[config.mk]
export PLATFORM = sky130hd
export DESIGN_NAME = threshold_promote_address_list
export DESIGN_NICKNAME = d
export VERILOG_FILES = /design/src/rtl/core/tpal_pkg.sv /design/src/rtl/core/tpal_cell.sv /design/src/rtl/core/threshold_promote_address_list.sv
export SDC_FILE = /design/constraint.sdc
export NUM_CORES = 2
export LEC_CHECK = 0
export ABC_AREA = 0
export BUFFER_PORTS_ARGS = -buffer_cell sky130_fd_sc_hd__buf_4
export CAP_MARGIN = 20
export CORE_UTILIZATION = 30
export DETAILED_ROUTE_END_ITERATION = 6
export GPL_ROUTABILITY_DRIVEN = 0
export GPL_TIMING_DRIVEN = 0
export SLEW_MARGIN = 40
export SYNTH_ARGS = -nofsm -noshare
export SYNTH_HDL_FRONTEND = slang
export SYNTH_SLANG_ARGS = --single-unit
[constraint.sdc]
create_clock -name clk -period 8.25 [get_ports clk]
set_input_delay 0.825 -clock clk [delete_from_list [all_inputs] [get_ports clk]]
set_output_delay 0.825 -clock clk [all_outputs]
set_load 0.05 [all_outputs]
[src/rtl/core/tpal_pkg.sv]
// Shared types and constants for the threshold promote address list.
package tpal_pkg;

  localparam int unsigned KEY_W       = 32;
  localparam int unsigned COUNT_W     = 16;
  localparam int unsigned DEPTH_DEF   = 16;
  localparam int unsigned CAP_W       = 5;
  localparam int unsigned LIMIT_W     = 16;
  localparam int unsigned POS_OUT_W   = 4;
  localparam int unsigned OCC_OUT_W   = 5;
  localparam int unsigned CFG_IDX_W   = 2;
  localparam int unsigned CFG_DATA_W  = 16;

  localparam logic [COUNT_W-1:0] COUNT_MAX   = '1;
  localparam logic [CAP_W-1:0]   CAP_RESET   = CAP_W'(16);
  localparam logic [LIMIT_W-1:0] LIMIT_RESET = LIMIT_W'(1);

  // configuration register indexes
  localparam logic [CFG_IDX_W-1:0] CFG_CAPACITY      = CFG_IDX_W'(0);
  localparam logic [CFG_IDX_W-1:0] CFG_PROMOTE_LIMIT = CFG_IDX_W'(1);

  typedef enum logic [1:0] {
    ST_IDLE,
    ST_SEARCH,
    ST_UPDATE
  } tpal_state_t;

  // per-cell update controls
  typedef struct packed {
    logic load_left;   // take neighbour's entry (shift towards the back)
    logic load_count;  // write new count in place
    logic clear;       // drop this entry (eviction)
  } tpal_cell_ctrl_t;

endpackage

[src/rtl/core/tpal_cell.sv]
// One list cell: holds an entry, compares it and shifts from its neighbour.
module tpal_cell (
  input  logic                           clk,
  input  logic                           rst,
  input  tpal_pkg::tpal_cell_ctrl_t      ctrl,
  input  logic [tpal_pkg::KEY_W-1:0]     left_key,
  input  logic [tpal_pkg::COUNT_W-1:0]   left_count,
  input  logic                           left_valid,
  input  logic [tpal_pkg::KEY_W-1:0]     cmp_key,
  input  logic [tpal_pkg::COUNT_W-1:0]   new_count,
  output logic [tpal_pkg::KEY_W-1:0]     ent_key,
  output logic [tpal_pkg::COUNT_W-1:0]   ent_count,
  output logic                           ent_valid,
  output logic                           match
);
  import tpal_pkg::*;

  always_ff @(posedge clk) begin
    if (rst) begin
      ent_valid <= 1'b0;
      ent_key   <= '0;
      ent_count <= '0;
    end else if (ctrl.clear) begin
      ent_valid <= 1'b0;
      ent_key   <= '0;
      ent_count <= '0;
    end else if (ctrl.load_left) begin
      ent_valid <= left_valid;
      ent_key   <= left_key;
      ent_count <= left_count;
    end else if (ctrl.load_count) begin
      ent_count <= new_count;
    end
  end

  assign match = ent_valid && (ent_key == cmp_key);

endmodule

[src/rtl/core/threshold_promote_address_list.sv]
// Top level of the threshold promote address list.
// Usage:
//   Input channel (in_valid/in_ready, access_key) takes one key per transaction.
//   Output channel (out_valid/out_ready) returns one result per key: hit flag,
//   position before any move, new count, promotion, eviction and occupancy.
//   Config channel (cfg_valid/cfg_ready, cfg_index, cfg_data) writes capacity
//   (index 0) and promote limit (index 1); write only while the block is idle.
// Timing:
//   An accepted key is searched in the cycle after acceptance (every cell
//   compares in parallel); the list is then rewritten in the update state,
//   when the result is loaded into the output register. A new key is
//   accepted in the update state, so the block does not take a new key
//   while the last one is being searched; this is set by the search/update
//   pair on the cell chain.
// Reset: all entries invalid, occupancy zero, capacity 16, promote limit 1.
// Stall: a waiting result holds the update of the next key; the input side
//   drops in_ready until the output register frees.
module threshold_promote_address_list #(
  parameter int unsigned DEPTH = tpal_pkg::DEPTH_DEF
) (
  input  logic                              clk,
  input  logic                              rst,
  // input transactions
  input  logic                              in_valid,
  output logic                              in_ready,
  input  logic [tpal_pkg::KEY_W-1:0]        access_key,
  // result transactions
  output logic                              out_valid,
  input  logic                              out_ready,
  output logic                              hit,
  output logic [tpal_pkg::POS_OUT_W-1:0]    hit_position,
  output logic [tpal_pkg::COUNT_W-1:0]      count_after,
  output logic                              promoted,
  output logic                              evicted,
  output logic [tpal_pkg::KEY_W-1:0]        evicted_key,
  output logic [tpal_pkg::OCC_OUT_W-1:0]    occupancy,
  // configuration writes
  input  logic                              cfg_valid,
  output logic                              cfg_ready,
  input  logic [tpal_pkg::CFG_IDX_W-1:0]    cfg_index,
  input  logic [tpal_pkg::CFG_DATA_W-1:0]   cfg_data
);
  import tpal_pkg::*;

  // position index and occupancy widths (occupancy may briefly reach DEPTH+1)
  localparam int unsigned PW = (DEPTH > 1) ? $clog2(DEPTH) : 1;
  localparam int unsigned NW = $clog2(DEPTH + 2);

  // config registers
  logic [CAP_W-1:0]   capacity;
  logic [LIMIT_W-1:0] promote_limit;

  // control
  tpal_state_t state, state_next;
  logic        out_free;
  logic        upd_go;

  // item and search results
  logic [KEY_W-1:0]   key_q;
  logic               hit_q;
  logic [PW-1:0]      pos_q;
  logic [COUNT_W-1:0] cnt_q;
  logic [NW-1:0]      n;
  logic [NW-1:0]      n_next;

  // cell chain
  logic [KEY_W-1:0]   cell_key   [DEPTH];
  logic [COUNT_W-1:0] cell_count [DEPTH];
  logic               cell_valid [DEPTH];
  logic [DEPTH-1:0]   cell_match;
  tpal_cell_ctrl_t    cell_ctrl  [DEPTH];

  // search-cycle logic
  logic               s_found;
  logic [PW-1:0]      s_pos;
  logic [COUNT_W-1:0] s_cnt;
  logic [COUNT_W-1:0] s_cnt_inc;

  // update-cycle logic
  logic               u_promote;
  logic [NW-1:0]      u_pos;
  logic [NW-1:0]      u_n_ins;
  logic [NW-1:0]      u_cap;
  logic               u_evict;
  logic [NW-1:0]      u_last;
  logic [NW-1:0]      u_eidx;
  logic [KEY_W-1:0]   u_ekey;

  assign cfg_ready = 1'b1;

  always_ff @(posedge clk) begin
    if (rst) begin
      capacity      <= CAP_RESET;
      promote_limit <= LIMIT_RESET;
    end else if (cfg_valid) begin
      case (cfg_index)
        CFG_CAPACITY:      capacity      <= cfg_data[CAP_W-1:0];
        CFG_PROMOTE_LIMIT: promote_limit <= cfg_data[LIMIT_W-1:0];
        default: ;
      endcase
    end
  end

  // ---------------- sequencer ----------------
  assign out_free = !out_valid || out_ready;

  always_ff @(posedge clk) begin
    if (rst) begin
      state <= ST_IDLE;
    end else begin
      state <= state_next;
    end
  end

  always_comb begin
    state_next = state;
    in_ready   = 1'b0;
    upd_go     = 1'b0;
    case (state)
      ST_IDLE: begin
        in_ready = 1'b1;
        if (in_valid) state_next = ST_SEARCH;
      end
      ST_SEARCH: begin
        state_next = ST_UPDATE;
      end
      ST_UPDATE: begin
        in_ready = out_free;
        upd_go   = out_free;
        if (out_free) state_next = in_valid ? ST_SEARCH : ST_IDLE;
      end
      default: state_next = ST_IDLE;
    endcase
  end

  always_ff @(posedge clk) begin
    if (in_valid && in_ready) key_q <= access_key;
  end

  // ---------------- cell chain ----------------
  for (genvar g = 0; g < DEPTH; g++) begin : g_cell
    logic [KEY_W-1:0]   lk;
    logic [COUNT_W-1:0] lc;
    logic               lv;
    if (g == 0) begin : g_front
      // front cell takes the accessed key with its new count
      assign lk = key_q;
      assign lc = cnt_q;
      assign lv = 1'b1;
    end else begin : g_body
      assign lk = cell_key[g-1];
      assign lc = cell_count[g-1];
      assign lv = cell_valid[g-1];
    end

    tpal_cell u_cell (
      .clk        (clk),
      .rst        (rst),
      .ctrl       (cell_ctrl[g]),
      .left_key   (lk),
      .left_count (lc),
      .left_valid (lv),
      .cmp_key    (key_q),
      .new_count  (cnt_q),
      .ent_key    (cell_key[g]),
      .ent_count  (cell_count[g]),
      .ent_valid  (cell_valid[g]),
      .match      (cell_match[g])
    );
  end

  // ---------------- search cycle ----------------
  // keys in the list are unique, so at most one cell matches
  always_comb begin
    s_found = 1'b0;
    s_pos   = '0;
    s_cnt   = '0;
    for (int i = DEPTH - 1; i >= 0; i--) begin
      if (cell_match[i]) begin
        s_found = 1'b1;
        s_pos   = PW'(i);
      end
    end
    for (int i = 0; i < DEPTH; i++) begin
      if (cell_match[i]) s_cnt = s_cnt | cell_count[i];
    end
    s_cnt_inc = (s_cnt == COUNT_MAX) ? s_cnt : s_cnt + COUNT_W'(1);
  end

  always_ff @(posedge clk) begin
    if (state == ST_SEARCH) begin
      hit_q <= s_found;
      pos_q <= s_pos;
      cnt_q <= s_found ? s_cnt_inc : COUNT_W'(1);
    end
  end

  // ---------------- update cycle ----------------
  always_comb begin
    u_promote = hit_q && (cnt_q > promote_limit) && (pos_q != '0);
    u_pos     = NW'(pos_q);
    u_n_ins   = hit_q ? n : n + NW'(1);
    u_cap     = (int'(capacity) > DEPTH) ? NW'(DEPTH) : NW'(capacity);
    u_evict   = u_n_ins > u_cap;
    u_last    = u_n_ins - NW'(1);
    n_next    = u_evict ? u_last : u_n_ins;

    // last entry of the rewritten list, read from the current cells
    if (u_promote && (u_pos == n - NW'(1))) u_eidx = n - NW'(2);
    else                                     u_eidx = n - NW'(1);
    u_ekey = '0;
    if (!hit_q && (n == '0)) begin
      u_ekey = key_q;
    end else begin
      for (int i = 0; i < DEPTH; i++) begin
        if (u_eidx == NW'(i)) u_ekey = cell_key[i];
      end
    end

    for (int i = 0; i < DEPTH; i++) begin
      cell_ctrl[i].load_left  = upd_go && (!hit_q || (u_promote && (NW'(i) <= u_pos)));
      cell_ctrl[i].load_count = upd_go && hit_q && !u_promote && (u_pos == NW'(i));
      cell_ctrl[i].clear      = upd_go && u_evict && (u_last == NW'(i));
    end
  end

  always_ff @(posedge clk) begin
    if (rst) begin
      n <= '0;
    end else if (upd_go) begin
      n <= n_next;
    end
  end

  // ---------------- output register ----------------
  always_ff @(posedge clk) begin
    if (rst) begin
      out_valid <= 1'b0;
    end else if (upd_go) begin
      out_valid <= 1'b1;
    end else if (out_ready) begin
      out_valid <= 1'b0;
    end
  end

  always_ff @(posedge clk) begin
    if (upd_go) begin
      hit          <= hit_q;
      hit_position <= hit_q ? POS_OUT_W'(pos_q) : '0;
      count_after  <= cnt_q;
      promoted     <= u_promote;
      evicted      <= u_evict;
      evicted_key  <= u_evict ? u_ekey : '0;
      occupancy    <= OCC_OUT_W'(n_next);
    end
  end

endmodule
# After elaboration in Yosys (flattened, before gate mapping)
# Cells that the tools add are included.
# word_totals
ff_bits	926
latch_bits	0
mem_bits_rw	0
rom_bits	0
inputBits	55
out_inout_bits	63
elab_cells	435
memories	0
# op_classes
n_addsub	5
multipliers	0
div	0
n_lt_le_gt_ge	18
eq_ne	68
shifts	0
n_mux	109
bitwise_logic	15
n_reduce_logical	153
# op_table
operator	count
16-bit two-way mux	49
32-bit two-way mux	17
32-bit equality test	16
16-bit OR	15
1-bit logical AND	87
5-bit by 4-bit equality test with 1-bit output (second input constant)	16
5-bit by 3-bit equality test with 1-bit output (second input constant)	8
2-bit nonzero test	17
2-bit OR reduction	17
4-bit equality test (second input constant)	8
4-bit <= comparator (first input constant)	8
4-bit two-way mux	8
1-bit two-way mux	21
5-bit by 2-bit equality test with 1-bit output (second input constant)	4
5-bit two-way mux	4
1-bit logical OR	17
16-bit by 1-bit adder with 16-bit output (second input constant)	1
16-bit equality test (second input constant)	1
4-bit by 3-bit equality test with 1-bit output (second input constant)	4
16-bit greater-than comparator	1
3-bit by 4-bit <= comparator with 1-bit output (first input constant)	4
5-bit zero test	3
3-bit two-way mux	4
5-bit by 1-bit equality test with 1-bit output (second input constant)	2
other kinds (23)	36

# Logic depth before layout (Yosys ltp)
# depth
ltp_word	35
depth_mapped	21
ltp_nobuf	16

# Cells and area by module
# From an unflattened synthesis, not the netlist that was laid out.
# unflattened
cells_unflattened	5347
area_unflattened_um2	48609.1
# by_module_without_submodules
module	n_inst	cells_each	area_each_um2	seq_area_each_um2
tpal_cell	16	239	2247.2	980.9
threshold_promote_address_list	1	1523	12654.6	3973.8

# Worst setup path after synthesis
# No wires, ideal clock.
# synth_path
kind	input to register
from	input out_ready
to	register g_cell[14].u_cell.ent_key[23] (netlist bit)
setup_time_ns	0.132
arrival_ns	4.343
setup_slack_ns	3.775
stages	10
n_path_buf	3
cell_sequence	nand2b_1 > nand2b_1 > inv_1 > clkbuf_1 > nand3_1 > nor2_1 > a31o_2 > clkbuf_1 > buf_1 > a21oi_1
# synth_between
elab_chain_cells	5
elab_cells_between_ends	6
classes_between	mux (1); reduce/logical (5)
# synth_lines
element	line_no	rtl
start: declaration	threshold_promote_address_list.sv:29	input logic out_ready,
1-bit logical OR *	threshold_promote_address_list.sv:105	assign out_free = !out_valid || out_ready;
1-bit two-way mux *	threshold_promote_address_list.sv:119	case (state)
via upd_go	threshold_promote_address_list.sv:56	logic upd_go;
1-bit logical AND (2 in series)	threshold_promote_address_list.sv:223	cell_ctrl[i].clear = upd_go && u_evict && (u_last == NW'(i));
2-bit OR reduction (no line)	-	
end signal: assignment	tpal_cell.sv:29	ent_key <= left_key;
end: declaration	tpal_cell.sv:11	output logic [tpal_pkg::KEY_W-1:0] ent_key,
# Mark *: on every way through the listed nets, which the timed path passes. The rest lies on a longest branch.
# A chain may end at the register's enable or synchronous reset.

# Worst setup path after layout
# layout_path
from	register cnt_q[15]
to	register evicted_key[3] (netlist bit), data pin
# layout_between
elab_chain_cells	23
elab_cells_between_ends	38
classes_between	order compare (1); eq/ne (15); mux (18); reduce/logical (4)
# layout_lines
element	line_no	rtl
start: declaration	threshold_promote_address_list.sv:62	logic [COUNT_W-1:0] cnt_q;
start signal: assignment	threshold_promote_address_list.sv:194	cnt_q <= s_found ? s_cnt_inc : COUNT_W'(1);
16-bit greater-than comparator *	threshold_promote_address_list.sv:200	u_promote = hit_q && (cnt_q > promote_limit) && (pos_q != '0);
1-bit logical AND * (2 in series)	threshold_promote_address_list.sv:200	
1-bit logical AND *	threshold_promote_address_list.sv:209	if (u_promote && (u_pos == n - NW'(1))) u_eidx = n - NW'(2);
5-bit two-way mux *	threshold_promote_address_list.sv:209	
5-bit zero test	threshold_promote_address_list.sv:216	if (u_eidx == NW'(i)) u_ekey = cell_key[i];
32-bit two-way mux (15 in series)	threshold_promote_address_list.sv:216	
32-bit two-way mux *	threshold_promote_address_list.sv:216	
32-bit two-way mux *	threshold_promote_address_list.sv:212	if (!hit_q && (n == '0)) begin
end signal: assignment	threshold_promote_address_list.sv:253	evicted_key <= u_evict ? u_ekey : '0;
end: declaration	threshold_promote_address_list.sv:35	output logic [tpal_pkg::KEY_W-1:0] evicted_key,
# Mark *: on every way between the ends. The rest lies on a longest branch, timed or not.

==> results.json <==
{
  "worst_skew_pair.late_latency_ps": 770,
  "slew_headroom_pct": 34.36,
  "vdd.ir_drop.worst_uv": 186.0,
  "cts_post_setup_buffers_inserted": 0,
  "synth.yosys.warnings": 0,
  "grt_setup_unrepaired": "no",
  "drt_first_pass_iters": 7,
  "timing_max_transition_violations_final": 0,
  "viasPerCell": 5.845,
  "seq_power_share_pct": 44.4,
  "worst_setup_hold_path_clk_slew_ps": 60,
  "dieWidth_um": 397.3,
  "timing.setup.critical_path_class": "flip-flop to flip-flop",
  "synth_fp_nets": 5773,
  "leakagePower_nw": 17.71,
  "crit_path_max_fanout": 10,
  "detailedRoute.firstIterationViolations": 8188,
  "number_of_i_o_port_buffers": 115,
  "areaGrowthSynthToFinish_pct": 15.58,
  "post_cts_resize_count": 0,
  "core_area_mm2": 0.1546,
  "grt_usage_pct": 26.85,
  "syn_area_per_cell_um2": 8.244,
  "cts_tree": "built",
  "dp_hpwl_um": 174800,
  "clock_tree.htree_level_count": 3,
  "async_flop_share_pct": 0,
  "p_per_area_mw_per_mm2": 195.7,
  "number_of_global_route_vias_before_repair": 42570,
  "critPathLaunchType": "flip-flop",
  "timing.fmax_mhz": 153.9,
  "area.sequential_mm2": 0.01967,
  "crit_path_setup_slack_layout_ps": 1752,
  "drt-total-wl_um": 221700,
  "post_synth_instance_area_mm2": 0.04687,
  "hold_violations": 0,
  "critical_path.max_stage_delay_ps": 860,
  "syn-instance-count": 5685,
  "power_frac_clock_pct": 47.5,
  "clock_skew_ps": 78.15,
  "setup_viol": 0,
  "switching_share_pct": 26.91,
  "run_status": "finished with violations",
  "post-route-util_pct": 35.04,
  "pin_count": 118,
  "grt_pass1_wl_um": 307600,
  "critical_path.most_common_cell": "sky130_fd_sc_hd__clkbuf_1",
  "failed_checks": "DRC",
  "power_switching_mw": 2.853,
  "post_route_cells_drive_above_1_share_pct": 7.995,
  "drc": 114,
  "initial_antenna_violation_count": 10,
  "p_int_mw": 7.748,
  "number_of_storage_elements_in_the_synthesis_netlist": 926,
  "slowest_stage": "sky130_fd_sc_hd__edfxtp_1",
  "timing.reg2reg.worst_path_depth": 16,
  "chip_height_um": 397.3,
  "clock_tree.root_cell": "sky130_fd_sc_hd__clkbuf_16",
  "detailroute.via_count": 47058,
  "type_of_element_capturing_the_critical_path": "flip-flop",
  "holdWs_ps": 257.0,
  "starting_density_of_the_core_pct": 30.32,
  "cts_buffer_depth": 3,
  "dp_worst_setup_slack_ps": 2066,
  "numClockSinks": 926,
  "critPathArrivalTime_ps": 6980,
  "crit_chain": "ha_1 > nand4_1 > nor3_1 > a21boi_1 > or4_1 > buf_2 > and2_1 > buf_4 > o21ai_2 > clkbuf_1 > clkbuf_1 > a211o_1 > a21oi_1 > o21ai_0 > nand3_1 > a31oi_1",
  "fin_tns_setup_ps": 0,
  "final_antenna_net_count": 0,
  "synth_enable_flop_cells": 113,
  "nets": 6002,
  "row_count": 144,
  "yosys.cell_types.count": 82,
  "synth_ff_type": "sky130_fd_sc_hd__dfxtp_1",
  "worstHoldPathCells": 1,
  "average_detailed_routed_wire_length_per_instance_um": 27.54,
  "post-route-period-util_pct": 78.76,
  "synth_seq_area_share_pct": 41.97,
  "ctsHoldBuffers": 0,
  "cp_data_required_time_ps": 8730,
  "grt_max_degree": 41,
  "worst_slew_pin_slew_ps": 975.5,
  "worst_hold_path_type": "primary input to flip-flop",
  "multi_input_comb_area_mm2": 0.02507,
  "cts_inserted_buffers": 104,
  "layout_min_cycle_time_ps": 6498,
  "die-area_mm2": 0.1578,
  "pwr-share-comb_pct": 8.1,
  "grt-ovfl-total": 0,
  "cap_violations": 0,
  "num-fill-cells": 16123
}
[cells in the final DEF (no fill, tap or decap), types with 12 or more instances in the layout]
cell,count
sky130_fd_sc_hd__a22oi_1,78
sky130_fd_sc_hd__clkbuf_8,16
sky130_fd_sc_hd__nand4_1,103
sky130_fd_sc_hd__clkinv_2,14
sky130_fd_sc_hd__buf_1,30
sky130_fd_sc_hd__o211ai_1,13
sky130_fd_sc_hd__mux2i_1,203
sky130_fd_sc_hd__bufinv_16,12
sky130_fd_sc_hd__clkbuf_16,105
sky130_fd_sc_hd__a222oi_1,53
sky130_fd_sc_hd__nor2_1,365
sky130_fd_sc_hd__a221o_1,12
sky130_fd_sc_hd__ha_1,33
sky130_fd_sc_hd__xor2_1,102
sky130_fd_sc_hd__and3_1,14
sky130_fd_sc_hd__a31o_2,18
sky130_fd_sc_hd__a21oi_1,652
sky130_fd_sc_hd__nand3_1,62
sky130_fd_sc_hd__edfxtp_1,113
sky130_fd_sc_hd__nor2b_1,14
sky130_fd_sc_hd__xnor2_1,400
sky130_fd_sc_hd__clkbuf_1,349
sky130_fd_sc_hd__inv_1,69
sky130_fd_sc_hd__buf_2,105
sky130_fd_sc_hd__o22ai_1,20
sky130_fd_sc_hd__a311oi_1,43
sky130_fd_sc_hd__nor4_1,50
sky130_fd_sc_hd__nand2b_1,22
sky130_fd_sc_hd__buf_4,131
sky130_fd_sc_hd__and2_1,24
sky130_fd_sc_hd__o221ai_1,51
sky130_fd_sc_hd__o21ai_0,35
sky130_fd_sc_hd__nand2_1,1307
sky130_fd_sc_hd__a22o_1,92
sky130_fd_sc_hd__dfxtp_1,813
sky130_fd_sc_hd__a211oi_1,210
sky130_fd_sc_hd__nor3_1,42
sky130_fd_sc_hd__a221oi_1,70
[logic make-up after synthesis]
logic type      synth area share, %
other cells                0.008001
xor+xnor                      9.381
buf+inv                       4.792
compound gates                19.84
fa+ha+maj                    0.8810
mux                           4.360
flops                         41.97
simple gates                  18.77
[power groups by stage]
stage	logic (mW)	clock network (mW)	registers, mW
2_1_floorplan	0.456	0	4.78
3_3_place_gp	0.800	0	4.79
3_5_place_dp	0.813	0	4.79
4_1_cts	0.816	5.02	4.70
5_1_grt	0.877	5.20	4.70
6_report	0.862	5.04	4.70
[registers in the layout, summed over array words and instances, names as in the netlist]
name,cells
hit_position,4
hit,1
evicted,1
evicted_key,32
g_cell.lk,32
g_cell.u_cell.ent_key,512
n,5
count_after,16
out_valid,1
occupancy,5
pos_q,4
g_cell.u_cell.ent_count,256
promoted,1
capacity,5
state,2
promote_limit,16
hit_q,1
cnt_q,16
g_cell.u_cell.ent_valid,16
[metrics by stage]
step | power (mW) | std cells | instance area [µm²]
2_1_floorplan | 5.241 | 5685 | 46870
3_3_place_gp | 5.594 | 7844 | 50290
3_5_place_dp | 5.606 | 7852 | 50490
4_1_cts | 10.53 | 8048 | 54140
5_1_grt | 10.78 | 8048 | 54160
6_report | 10.60 | 8051 | 54170
[worst max-delay path, delay by kind of cell, from the launching register on]
kind / cells / cell delay (ps)
compound gates: 6 / 2000
buf+inv: 4 / 1670
fa+ha+maj: 1 / 390
simple gates: 5 / 1290
flops: 1 / 860
[cell usage after synthesis (78+ instances only)]
cell type | count | area [µm²]
sky130_fd_sc_hd__a211oi_1 | 210 | 1577
sky130_fd_sc_hd__a21oi_1 | 659 | 3298
sky130_fd_sc_hd__a22o_1 | 92 | 805.8
sky130_fd_sc_hd__a22oi_1 | 78 | 585.6
sky130_fd_sc_hd__buf_2 | 103 | 515.5
sky130_fd_sc_hd__clkbuf_1 | 328 | 1231
sky130_fd_sc_hd__dfxtp_1 | 813 | 16280
sky130_fd_sc_hd__edfxtp_1 | 113 | 3393
sky130_fd_sc_hd__mux2i_1 | 203 | 2032
sky130_fd_sc_hd__nand2_1 | 1307 | 4906
sky130_fd_sc_hd__nand4_1 | 103 | 644.4
sky130_fd_sc_hd__nor2_1 | 368 | 1381
sky130_fd_sc_hd__xnor2_1 | 400 | 3503
sky130_fd_sc_hd__xor2_1 | 102 | 893.4
[final timing paths]
check,from,to,slack [ps]
max,cnt_q[15]$_SDFFCE_PN0N_,evicted_key[3]$_SDFFCE_PN0P_,1750
min,access_key[28],g_cell[0].lk[28]$_DFFE_PP_,260
max reg2reg,cnt_q[15]$_SDFFCE_PN0N_,evicted_key[3]$_SDFFCE_PN0P_,1750
min reg2reg,promote_limit[11]$_SDFFE_PP0P_,promote_limit[11]$_SDFFE_PP0P_,450
[layer usage]
metal	global-route usage (%)	vias to the layer above	wire length (µm)
li1	-	20466	-
met1	34.86	22120	85840
met2	38.05	3627	88370
met3	9.400	837	31410
met4	15.93	8	16030
met5	0	-	46
[final cells by class]
class                      instances  area share (%)
buffer                           476           3.666
timing repair buffer             123           1.774
antenna                            3         0.01386
inverter                          72          0.4989
multi-input combinational       4211           46.28
sequential                       926           36.31
tap                             2044           4.721
clock buffer                     149           5.465
clock inverter                    47           1.270
No activity file was read; power rests on OpenSTA's default activity.
